**src/rtl/rc4_pkg.sv**
```systemverilog
// package: shared constants, opcodes and state codes of the rc4 stream cipher
package rc4_pkg;

  localparam int unsigned KeyStoreDepthDefault = 256;
  localparam int unsigned PermDepth            = 256;
  localparam int unsigned DataW                = 8;
  localparam int unsigned LenW                 = 9;
  localparam int unsigned OpW                  = 2;
  localparam int unsigned LenReset             = 16;

  typedef enum logic [OpW-1:0] {
    OP_LOAD_KEY = 2'd0,
    OP_SCHEDULE = 2'd1,
    OP_CIPHER   = 2'd2
  } opcode_e;

  typedef enum logic [10:0] {
    ST_IDLE = 11'b000_0000_0001,
    ST_INIT = 11'b000_0000_0010,
    ST_KA   = 11'b000_0000_0100,
    ST_KB   = 11'b000_0000_1000,
    ST_KC   = 11'b000_0001_0000,
    ST_KD   = 11'b000_0010_0000,
    ST_RJ   = 11'b000_0100_0000,
    ST_WI   = 11'b000_1000_0000,
    ST_WJ   = 11'b001_0000_0000,
    ST_KS   = 11'b010_0000_0000,
    ST_PASS = 11'b100_0000_0000
  } state_e;

endpackage

```
**src/rtl/rc4_if.sv**
```systemverilog
// interfaces: request, result and configuration channels of the rc4 stream cipher
interface rc4_in_if import rc4_pkg::*; ();
  logic             valid;
  logic             ready;
  logic [OpW-1:0]   opcode;
  logic [DataW-1:0] key_index;
  logic [DataW-1:0] key_byte;
  logic [DataW-1:0] data_in;

  modport source (output valid, output opcode, output key_index, output key_byte,
                  output data_in, input ready);
  modport sink   (input valid, input opcode, input key_index, input key_byte,
                  input data_in, output ready);
endinterface

interface rc4_out_if import rc4_pkg::*; ();
  logic             valid;
  logic             ready;
  logic [DataW-1:0] data_out;
  logic             keyed;

  modport source (output valid, output data_out, output keyed, input ready);
  modport sink   (input valid, input data_out, input keyed, output ready);
endinterface

interface rc4_cfg_if import rc4_pkg::*; ();
  logic            valid;
  logic            ready;
  logic [LenW-1:0] key_length;

  modport source (output valid, output key_length, input ready);
  modport sink   (input valid, input key_length, output ready);
endinterface

```
**src/rtl/rc4_stream_cipher.sv**
```systemverilog
// top level: rc4 stream cipher with key store, permutation memory and output register
//
// A key-load request writes the key store directly. A schedule request first fills
// the permutation memory with the identity, then steps through each entry (read S[k]
// and the key byte, read S[j], write back both entries), all through the one write and
// one read port of the permutation memory. A data request, when keyed, steps through
// accept, read S[i], read S[j], write S[i], write S[j] with the keystream read; when not
// keyed it passes the byte on to the output register unchanged.
// The result sits in an output register, so the next request is taken while it waits;
// a data request only stalls in its last cycle if the previous result is still held.
// key_length is written through its own channel, which is always ready.
module rc4_stream_cipher import rc4_pkg::*; #(
  parameter int unsigned KEY_STORE_DEPTH = KeyStoreDepthDefault
) (
  input  logic            clk_i,
  input  logic            rst_ni,
  rc4_in_if.sink          in_i,
  rc4_out_if.source       out_o,
  rc4_cfg_if.sink         cfg_i
);

  localparam int unsigned KeyAw  = (KEY_STORE_DEPTH > 1) ? $clog2(KEY_STORE_DEPTH) : 1;
  localparam logic [LenW-1:0] DepthLen = LenW'(KEY_STORE_DEPTH);
  localparam logic [DataW-1:0] LastIdx = DataW'(PermDepth - 1);

  state_e            state_q, state_d;
  logic [DataW-1:0]  i_q, i_d;
  logic [DataW-1:0]  j_q, j_d;
  logic [DataW-1:0]  si_q, si_d;
  logic [DataW-1:0]  sj_q, sj_d;
  logic [DataW-1:0]  data_q, data_d;
  logic [KeyAw-1:0]  pos_q, pos_d;
  logic              keyed_q, keyed_d;
  logic [LenW-1:0]   key_length_q;

  logic              out_valid_q;
  logic [DataW-1:0]  out_data_q;
  logic              out_keyed_q;
  logic              out_load;
  logic [DataW-1:0]  out_data_d;
  logic              out_keyed_d;
  logic              out_free;

  logic              in_acc;
  logic [LenW-1:0]   len_eff;
  logic [LenW-1:0]   pos_inc;
  logic [KeyAw-1:0]  pos_wrap;

  logic              p_we, p_re;
  logic [DataW-1:0]  p_waddr, p_wdata, p_raddr, p_rdata;
  logic              k_we, k_re;
  logic [DataW-1:0]  k_rdata;

  assign in_i.ready  = (state_q == ST_IDLE);
  assign in_acc      = in_i.valid && in_i.ready;
  assign cfg_i.ready = 1'b1;
  assign out_free    = !out_valid_q || out_o.ready;

  always_comb begin
    len_eff = key_length_q;
    if (key_length_q == '0) begin
      len_eff = LenW'(1);
    end else if (key_length_q > DepthLen) begin
      len_eff = DepthLen;
    end
  end

  assign pos_inc  = LenW'(pos_q) + LenW'(1);
  assign pos_wrap = (pos_inc >= len_eff) ? '0 : pos_inc[KeyAw-1:0];

  assign k_we = in_acc && (opcode_e'(in_i.opcode) == OP_LOAD_KEY)
                && (LenW'(in_i.key_index) < DepthLen);
  assign k_re = (state_q == ST_KA);

  always_comb begin
    state_d     = state_q;
    i_d         = i_q;
    j_d         = j_q;
    si_d        = si_q;
    sj_d        = sj_q;
    data_d      = data_q;
    pos_d       = pos_q;
    keyed_d     = keyed_q;
    p_we        = 1'b0;
    p_waddr     = i_q;
    p_wdata     = si_q;
    p_re        = 1'b0;
    p_raddr     = i_q;
    out_load    = 1'b0;
    out_data_d  = data_q;
    out_keyed_d = 1'b0;
    case (state_q)
      ST_IDLE: begin
        if (in_acc) begin
          case (opcode_e'(in_i.opcode))
            OP_SCHEDULE: begin
              state_d = ST_INIT;
              i_d     = '0;
            end
            OP_CIPHER: begin
              data_d = in_i.data_in;
              if (keyed_q) begin
                i_d     = i_q + DataW'(1);
                p_re    = 1'b1;
                p_raddr = i_q + DataW'(1);
                state_d = ST_RJ;
              end else begin
                state_d = ST_PASS;
              end
            end
            default: begin
            end
          endcase
        end
      end
      ST_INIT: begin
        p_we    = 1'b1;
        p_waddr = i_q;
        p_wdata = i_q;
        i_d     = i_q + DataW'(1);
        if (i_q == LastIdx) begin
          j_d     = '0;
          pos_d   = '0;
          state_d = ST_KA;
        end
      end
      ST_KA: begin
        p_re    = 1'b1;
        p_raddr = i_q;
        state_d = ST_KB;
      end
      ST_KB: begin
        si_d    = p_rdata;
        j_d     = j_q + p_rdata + k_rdata;
        p_re    = 1'b1;
        p_raddr = j_q + p_rdata + k_rdata;
        state_d = ST_KC;
      end
      ST_KC: begin
        p_we    = 1'b1;
        p_waddr = i_q;
        p_wdata = p_rdata;
        state_d = ST_KD;
      end
      ST_KD: begin
        p_we    = 1'b1;
        p_waddr = j_q;
        p_wdata = si_q;
        i_d     = i_q + DataW'(1);
        pos_d   = pos_wrap;
        if (i_q == LastIdx) begin
          j_d     = '0;
          keyed_d = 1'b1;
          state_d = ST_IDLE;
        end else begin
          state_d = ST_KA;
        end
      end
      ST_RJ: begin
        si_d    = p_rdata;
        j_d     = j_q + p_rdata;
        p_re    = 1'b1;
        p_raddr = j_q + p_rdata;
        state_d = ST_WI;
      end
      ST_WI: begin
        sj_d    = p_rdata;
        p_we    = 1'b1;
        p_waddr = i_q;
        p_wdata = p_rdata;
        state_d = ST_WJ;
      end
      ST_WJ: begin
        p_we    = 1'b1;
        p_waddr = j_q;
        p_wdata = si_q;
        p_re    = 1'b1;
        p_raddr = si_q + sj_q;
        state_d = ST_KS;
      end
      ST_KS: begin
        out_data_d  = data_q ^ p_rdata;
        out_keyed_d = 1'b1;
        if (out_free) begin
          out_load = 1'b1;
          state_d  = ST_IDLE;
        end
      end
      ST_PASS: begin
        out_data_d  = data_q;
        out_keyed_d = 1'b0;
        if (out_free) begin
          out_load = 1'b1;
          state_d  = ST_IDLE;
        end
      end
      default: begin
        state_d = ST_IDLE;
      end
    endcase
  end

  always_ff @(posedge clk_i or negedge rst_ni) begin
    if (!rst_ni) begin
      state_q      <= ST_IDLE;
      i_q          <= '0;
      j_q          <= '0;
      pos_q        <= '0;
      keyed_q      <= 1'b0;
      key_length_q <= LenW'(LenReset);
      out_valid_q  <= 1'b0;
    end else begin
      state_q <= state_d;
      i_q     <= i_d;
      j_q     <= j_d;
      pos_q   <= pos_d;
      keyed_q <= keyed_d;
      if (cfg_i.valid && cfg_i.ready) begin
        key_length_q <= cfg_i.key_length;
      end
      if (out_load) begin
        out_valid_q <= 1'b1;
      end else if (out_o.ready) begin
        out_valid_q <= 1'b0;
      end
    end
  end

  always_ff @(posedge clk_i) begin
    si_q   <= si_d;
    sj_q   <= sj_d;
    data_q <= data_d;
    if (out_load) begin
      out_data_q  <= out_data_d;
      out_keyed_q <= out_keyed_d;
    end
  end

  assign out_o.valid    = out_valid_q;
  assign out_o.data_out = out_data_q;
  assign out_o.keyed    = out_keyed_q;

  rc4_ram #(
    .WIDTH (DataW),
    .DEPTH (PermDepth)
  ) u_perm_ram (
    .clk_i   (clk_i),
    .we_i    (p_we),
    .waddr_i (p_waddr),
    .wdata_i (p_wdata),
    .re_i    (p_re),
    .raddr_i (p_raddr),
    .rdata_o (p_rdata)
  );

  rc4_ram #(
    .WIDTH (DataW),
    .DEPTH (KEY_STORE_DEPTH)
  ) u_key_ram (
    .clk_i   (clk_i),
    .we_i    (k_we),
    .waddr_i (in_i.key_index[KeyAw-1:0]),
    .wdata_i (in_i.key_byte),
    .re_i    (k_re),
    .raddr_i (pos_q),
    .rdata_o (k_rdata)
  );

endmodule

```
**src/rtl/rc4_ram.sv**
```systemverilog
// generic ram: one write port, one registered read port, write-first on a shared address
module rc4_ram #(
  parameter int unsigned WIDTH = 8,
  parameter int unsigned DEPTH = 256
) (
  input  logic                                   clk_i,
  input  logic                                   we_i,
  input  logic [((DEPTH > 1) ? $clog2(DEPTH) : 1)-1:0] waddr_i,
  input  logic [WIDTH-1:0]                       wdata_i,
  input  logic                                   re_i,
  input  logic [((DEPTH > 1) ? $clog2(DEPTH) : 1)-1:0] raddr_i,
  output logic [WIDTH-1:0]                       rdata_o
);

  logic [WIDTH-1:0] mem_q [DEPTH];
  logic [WIDTH-1:0] rdata_q;

  always_ff @(posedge clk_i) begin
    if (we_i) begin
      mem_q[waddr_i] <= wdata_i;
    end
  end

  always_ff @(posedge clk_i) begin
    if (re_i) begin
      if (we_i && (waddr_i == raddr_i)) begin
        rdata_q <= wdata_i;
      end else begin
        rdata_q <= mem_q[raddr_i];
      end
    end
  end

  assign rdata_o = rdata_q;

endmodule

```
**src/flat_wrapper.sv**
```systemverilog
// flat-port wrapper written by rule: the top's interface ports become plain ports
module rc4_stream_cipher_flat import rc4_pkg::*;
#(
  parameter int unsigned KEY_STORE_DEPTH = KeyStoreDepthDefault
)
  (clk_i, rst_ni, in_i_valid, in_i_opcode, in_i_key_index, in_i_key_byte, in_i_data_in, in_i_ready, out_o_valid, out_o_data_out, out_o_keyed, out_o_ready, cfg_i_valid, cfg_i_key_length, cfg_i_ready);
  rc4_in_if in_i_i ();
  rc4_out_if out_o_i ();
  rc4_cfg_if cfg_i_i ();
  input  logic clk_i;
  input  logic rst_ni;
  input wire logic [$bits(in_i_i.valid)-1:0] in_i_valid;
  input wire logic [$bits(in_i_i.opcode)-1:0] in_i_opcode;
  input wire logic [$bits(in_i_i.key_index)-1:0] in_i_key_index;
  input wire logic [$bits(in_i_i.key_byte)-1:0] in_i_key_byte;
  input wire logic [$bits(in_i_i.data_in)-1:0] in_i_data_in;
  output wire logic [$bits(in_i_i.ready)-1:0] in_i_ready;
  output wire logic [$bits(out_o_i.valid)-1:0] out_o_valid;
  output wire logic [$bits(out_o_i.data_out)-1:0] out_o_data_out;
  output wire logic [$bits(out_o_i.keyed)-1:0] out_o_keyed;
  input wire logic [$bits(out_o_i.ready)-1:0] out_o_ready;
  input wire logic [$bits(cfg_i_i.valid)-1:0] cfg_i_valid;
  input wire logic [$bits(cfg_i_i.key_length)-1:0] cfg_i_key_length;
  output wire logic [$bits(cfg_i_i.ready)-1:0] cfg_i_ready;
  assign in_i_i.valid = in_i_valid;
  assign in_i_i.opcode = in_i_opcode;
  assign in_i_i.key_index = in_i_key_index;
  assign in_i_i.key_byte = in_i_key_byte;
  assign in_i_i.data_in = in_i_data_in;
  assign in_i_ready = in_i_i.ready;
  assign out_o_valid = out_o_i.valid;
  assign out_o_data_out = out_o_i.data_out;
  assign out_o_keyed = out_o_i.keyed;
  assign out_o_i.ready = out_o_ready;
  assign cfg_i_i.valid = cfg_i_valid;
  assign cfg_i_i.key_length = cfg_i_key_length;
  assign cfg_i_ready = cfg_i_i.ready;
  rc4_stream_cipher #(.KEY_STORE_DEPTH(KEY_STORE_DEPTH)) u_core (.clk_i(clk_i), .rst_ni(rst_ni), .in_i(in_i_i), .out_o(out_o_i), .cfg_i(cfg_i_i));
endmodule
```
**config.mk**
```make
export PLATFORM = sky130hd
export DESIGN_NAME = rc4_stream_cipher_flat
export DESIGN_NICKNAME = d
export VERILOG_FILES = /design/src/rtl/rc4_pkg.sv /design/src/rtl/rc4_if.sv /design/src/rtl/rc4_stream_cipher.sv /design/src/rtl/rc4_ram.sv /design/src/flat_wrapper.sv
export SDC_FILE = /design/constraint.sdc
export NUM_CORES = 2
export LEC_CHECK = 0
export BUFFER_PORTS_ARGS = -buffer_cell sky130_fd_sc_hd__buf_4
export CAP_MARGIN = 20
export CORE_ASPECT_RATIO = 0.9
export CORE_MARGIN = 1
export CORE_UTILIZATION = 59
export CTS_CLUSTER_SIZE = 30
export DETAILED_ROUTE_END_ITERATION = 10
export HOLD_SLACK_MARGIN = 0.15
export MAX_ROUTING_LAYER = met4
export PLACE_DENSITY = 0.75
export SETUP_SLACK_MARGIN = 0.02
export SLEW_MARGIN = 20
export SYNTH_ARGS = -nofsm -noshare
export SYNTH_HDL_FRONTEND = slang
export SYNTH_SLANG_ARGS = --single-unit
```
**constraint.sdc**
```tcl
create_clock -name clk_i -period 8.9 [get_ports clk_i]
set_input_delay 0.445 -clock clk_i [delete_from_list [all_inputs] [get_ports clk_i]]
set_output_delay 0.445 -clock clk_i [all_outputs]
set_load 0.03 [all_outputs]
```
==> flow_metrics.py <==
metrics = {
    "power_and_ir_drop": {
        "p_leak_nw": 58.68,
        "vdd_drop_max_mv": 0.2264,
        "total_power_mw": 44.23,
        "p_per_area_mw_per_mm2": 239.5,
    },
    "floorplanning": {
        "dieArea_sq_mm": 0.2853,
        "fp.dieW_um": 562.9,
        "num_io_pins": 52,
        "rows": 184,
        "initial_core_util": 0.5959,
        "core_sq_mm": 0.2804,
        "die_h_um": 506.9,
    },
    "synth": {
        "syn_area_sq_mm": 0.1671,
        "ys_seq_area_frac": 0.7519,
        "syn-instance-count": 10358,
        "ys_top_cells_by_area": "edfxtp_1 (74%), mux4_2 (6.7%), nand2_1 (3.9%)",
        "syn_nets": 10436,
        "synth_cell_types": 90,
        "yosysTopAreaCellShare": 0.7450,
        "syn-mean-instance-area_sq_um": 16.13,
        "yosysTopAreaCell": "edfxtp_1",
        "async_reset_ff_frac": 0.01098,
        "ys_warn_count": 0,
        "synth_seq_cells": 4191,
        "synth_ff_type": "edfxtp_1",
        "synth_edf_count": 4145,
    },
    "global_routing": {
        "overflow": 0,
        "antenna_found_initial": 25,
        "grt_pass1_wl_mm": 646.0,
        "grtUsageTotal": 0.3203,
        "first_global_vias": 93874,
        "grt_max_degree": 222,
    },
    "timing": {
        "setup_viol": 0,
        "fmax_mhz": 138.4,
        "finClkSkew_ns": 0.06034,
        "drv_slew": 0,
        "hold_violations": 0,
        "worstMarginPinSlew_ns": 1.354,
        "finalCriticalPeriod_ns": 7.224,
        "timing.setup.tns_ns": 0,
        "final.period_utilization": 0.8117,
        "maxSlewHeadroom": 0.09763,
        "fin_hold_ws_ns": 0.1731,
        "rsz0062_at_grt": "no",
    },
    "cts": {
        "worstSkewPairLatency_ns": 0.95,
        "cts_sinks": 4191,
        "cts-root-buf": "clkbuf_16",
        "cts_max_level": 5,
        "cts_tree": "yes",
        "clk_pin_slew_ns": 0.06,
        "max-clock-path-buffers": 4,
        "cts_made_buffers": 404,
        "cts_setup_buffers": 0,
    },
    "worst_setup_path": {
        "worst_ep_required_time_ns": 9.57,
        "critPathCaptureType": "flop",
        "start_kind": "flop",
        "cp.arrival_ns": 7.89,
        "crit_top_cell": "a21oi_1",
        "max_stage_delay_ns": 1.12,
        "critical_path_class": "flop to flop",
        "path_cells": "ha_1, inv_1, fa_1, nand2b_1, a21oi_1, xor2_1, ha_1, a21oi_1, nand2_1, or3_1, a32o_1, nor4_4, nor3_2, buf_4, a31oi_1, a31oi_1, nor4_1, a21oi_1, nor2_1, o31ai_2",
        "crit_fanout": 21,
        "crit_slowest_cell": "nor4_1",
    },
    "placement": {
        "place_congestion": 0.9461,
        "numPortBuffers": 50,
        "place_hpwl_mm": 262.1,
        "placed_area_sq_mm": 0.1715,
    },
    "finish": {
        "area.growth.synth_to_final_pct": 10.51,
        "drive_gt1_frac": 0.1290,
        "fin_nets": 10453,
        "finish.utilization": 0.6585,
        "postLayoutCellArea_sq_mm": 0.1846,
    },
    "drt": {
        "drc": 0,
        "detail_route.vias_per_cell": 6.794,
        "firstDrtPassIters": 7,
        "finalWirelength_mm": 447.5,
        "wl_per_cell_um": 30.99,
        "vias": 98099,
        "drt_iter0_markers": 16683,
        "antenna_left": 0,
    },
    "outcome": {
        "status": "finished, final reports clean",
    },
    "run": {
        "drv_cap": 0,
    },
    "worst_hold_path": {
        "hold_path_class": "input port to flop",
    },
}
-- cells in the final DEF, fill, tap and decap left out, types with 18 or more instances in the layout --
cell type / instances
edfxtp_1: 4145
nand2_1: 1736
nand3_1: 786
nor2_1: 589
mux4_2: 500
mux2i_1: 466
clkbuf_16: 410
a21oi_1: 215
buf_4: 191
o221ai_1: 120
clkinv_1: 95
a31oi_1: 93
clkbuf_1: 87
and3_1: 85
o22ai_1: 84
a22oi_1: 83
nand4_1: 81
a32oi_1: 68
clkinv_2: 65
o21ai_0: 63
a211oi_1: 62
dfrtp_1: 38
dlygate4sd3_1: 37
ha_1: 35
nor4_1: 33
xnor2_1: 30
nor3_1: 29
bufinv_16: 28
buf_12: 27
diode_2: 25
inv_1: 22
a311oi_1: 22
a21o_1: 20
a32o_1: 18
-- area by class of cell --
cell class                      instances  area (sq um)
Multi-Input combinational cell       5484         38980
Clock inverter                        220          1979
Inverter                               25         100.1
Tap cell                             3720          4654
Antenna cell                           25         62.56
Sequential cell                      4191        125600
Fill cell                           18234         95760
Clock buffer                          505         10700
Timing Repair Buffer                  269          2530
-- metrics by stage --
| stage | worst slack [ns] | std cells |
|---|---|---|
| 3_5_place_dp | 2.065 | 13650 |
| 5_1_grt | 1.675 | 14434 |
| 6_report | 1.676 | 14439 |
| 2_1_floorplan | 2.163 | 10358 |
| 3_3_place_gp | 1.814 | 13648 |
| 4_1_cts | 2.008 | 14412 |
-- cells in the mapped netlist (all sizes together), types with 4 or more instances --
cell type / number
a2111oi: 7
a211oi: 64
a21o: 20
a21oi: 217
a221oi: 13
a22o: 17
a22oi: 84
a311oi: 22
a31oi: 93
a32o: 18
a32oi: 68
and2: 8
and3: 87
buf: 347
clkbuf: 311
dfrtp: 44
edfxtp: 4145
ha: 35
inv: 23
mux2: 11
mux2i: 466
mux4: 500
nand2: 1758
nand2b: 15
nand3: 797
nand4: 81
nor2: 594
nor2b: 9
nor3: 41
nor3b: 5
nor4: 41
nor4b: 9
o2111ai: 6
o211ai: 17
o21ai: 65
o221ai: 120
o22a: 4
o22ai: 84
o31ai: 15
or3: 5
or4: 4
xnor2: 30
xor2: 15
-- worst paths after layout --
path	startpoint	to	slack, ns	cells past startpoint
max	u_core.u_perm_ram.rdata_o[0]$_DFFE_PP_	u_core.u_perm_ram.rdata_o[3]$_DFFE_PP_	1.68	20
min	in_i_key_byte[3]	u_core.u_key_ram.mem_q[162][3]$_DFFE_PP_	0.17	1
max reg2reg	u_core.u_perm_ram.rdata_o[0]$_DFFE_PP_	u_core.u_perm_ram.rdata_o[3]$_DFFE_PP_	1.68	20
min reg2reg	u_core.j_q[6]$_DFFE_PN0P_	u_core.j_q[6]$_DFFE_PN0P_	0.52	2
max in group asynchronous	rst_ni	u_core.out_o.valid$_DFFE_PN0P_	7.21	4
min in group asynchronous	rst_ni	u_core.i_q[6]$_DFFE_PN0P_	0.71	3
-- worst max-delay path: cells and delay by family (launching register included) --
family          cells  cell delay (ns)
compound gates      7             1.61
xor+xnor            1             0.32
fa+ha+maj           3             0.96
buf+inv             2             0.42
flops               1             0.45
simple gates        7             3.18
-- state kept, by name, summed over array words and instances (netlist names) --
register / count
u_core.keyed_q: 1
u_core.u_perm_ram.mem_q: 2048
u_core.data_q: 8
u_core.j_q: 8
u_core.sj_q: 8
u_core.out_o.keyed: 1
u_core.u_key_ram.rdata_o: 8
u_core.out_o.data_out: 8
u_core.out_o.valid: 1
u_core.key_length_q: 9
u_core.u_key_ram.mem_q: 2048
u_core.state_q: 11
u_core.i_q: 8
u_core.pos_q: 8
u_core.si_q: 8
u_core.u_perm_ram.rdata_o: 8
-- what timing repair did --
action	CTS	global route
gates resized for setup	0	0
endpoints found under the hold margin	101	0
hold buffers	37	0
-- layer usage --
metal | track usage | wire length (um) | vias to the layer above | part of all wire
met1 | 0.4603 | 170600 | 49481 | 0.38
met2 | 0.4505 | 198400 | 7302 | 0.44
li1 | - | - | 40341 | -
met5 | - | 0 | - | 0
met3 | 0.08730 | 63110 | 975 | 0.14
met4 | 0.09814 | 15440 | 0 | 0.035
-- kinds of logic after synthesis --
group,share of synthesized area
other cells,0.00002244
xor+xnor,0.002359
fa+ha+maj,0.002980
mux,0.09606
compound gates,0.04031
flops,0.7519
buf+inv,0.01703
simple gates,0.08938
-- power breakdown --
group          switching (mW)  internal (mW)  leakage, nW  total, mW
Clock                    7.32           9.34         6.18       16.7
Sequential              0.112           21.9         37.9       22.0
Combinational            3.95           1.59         14.6       5.54
Total                    11.4           32.8         58.7       44.2
Power figures use the tool's default switching activity.
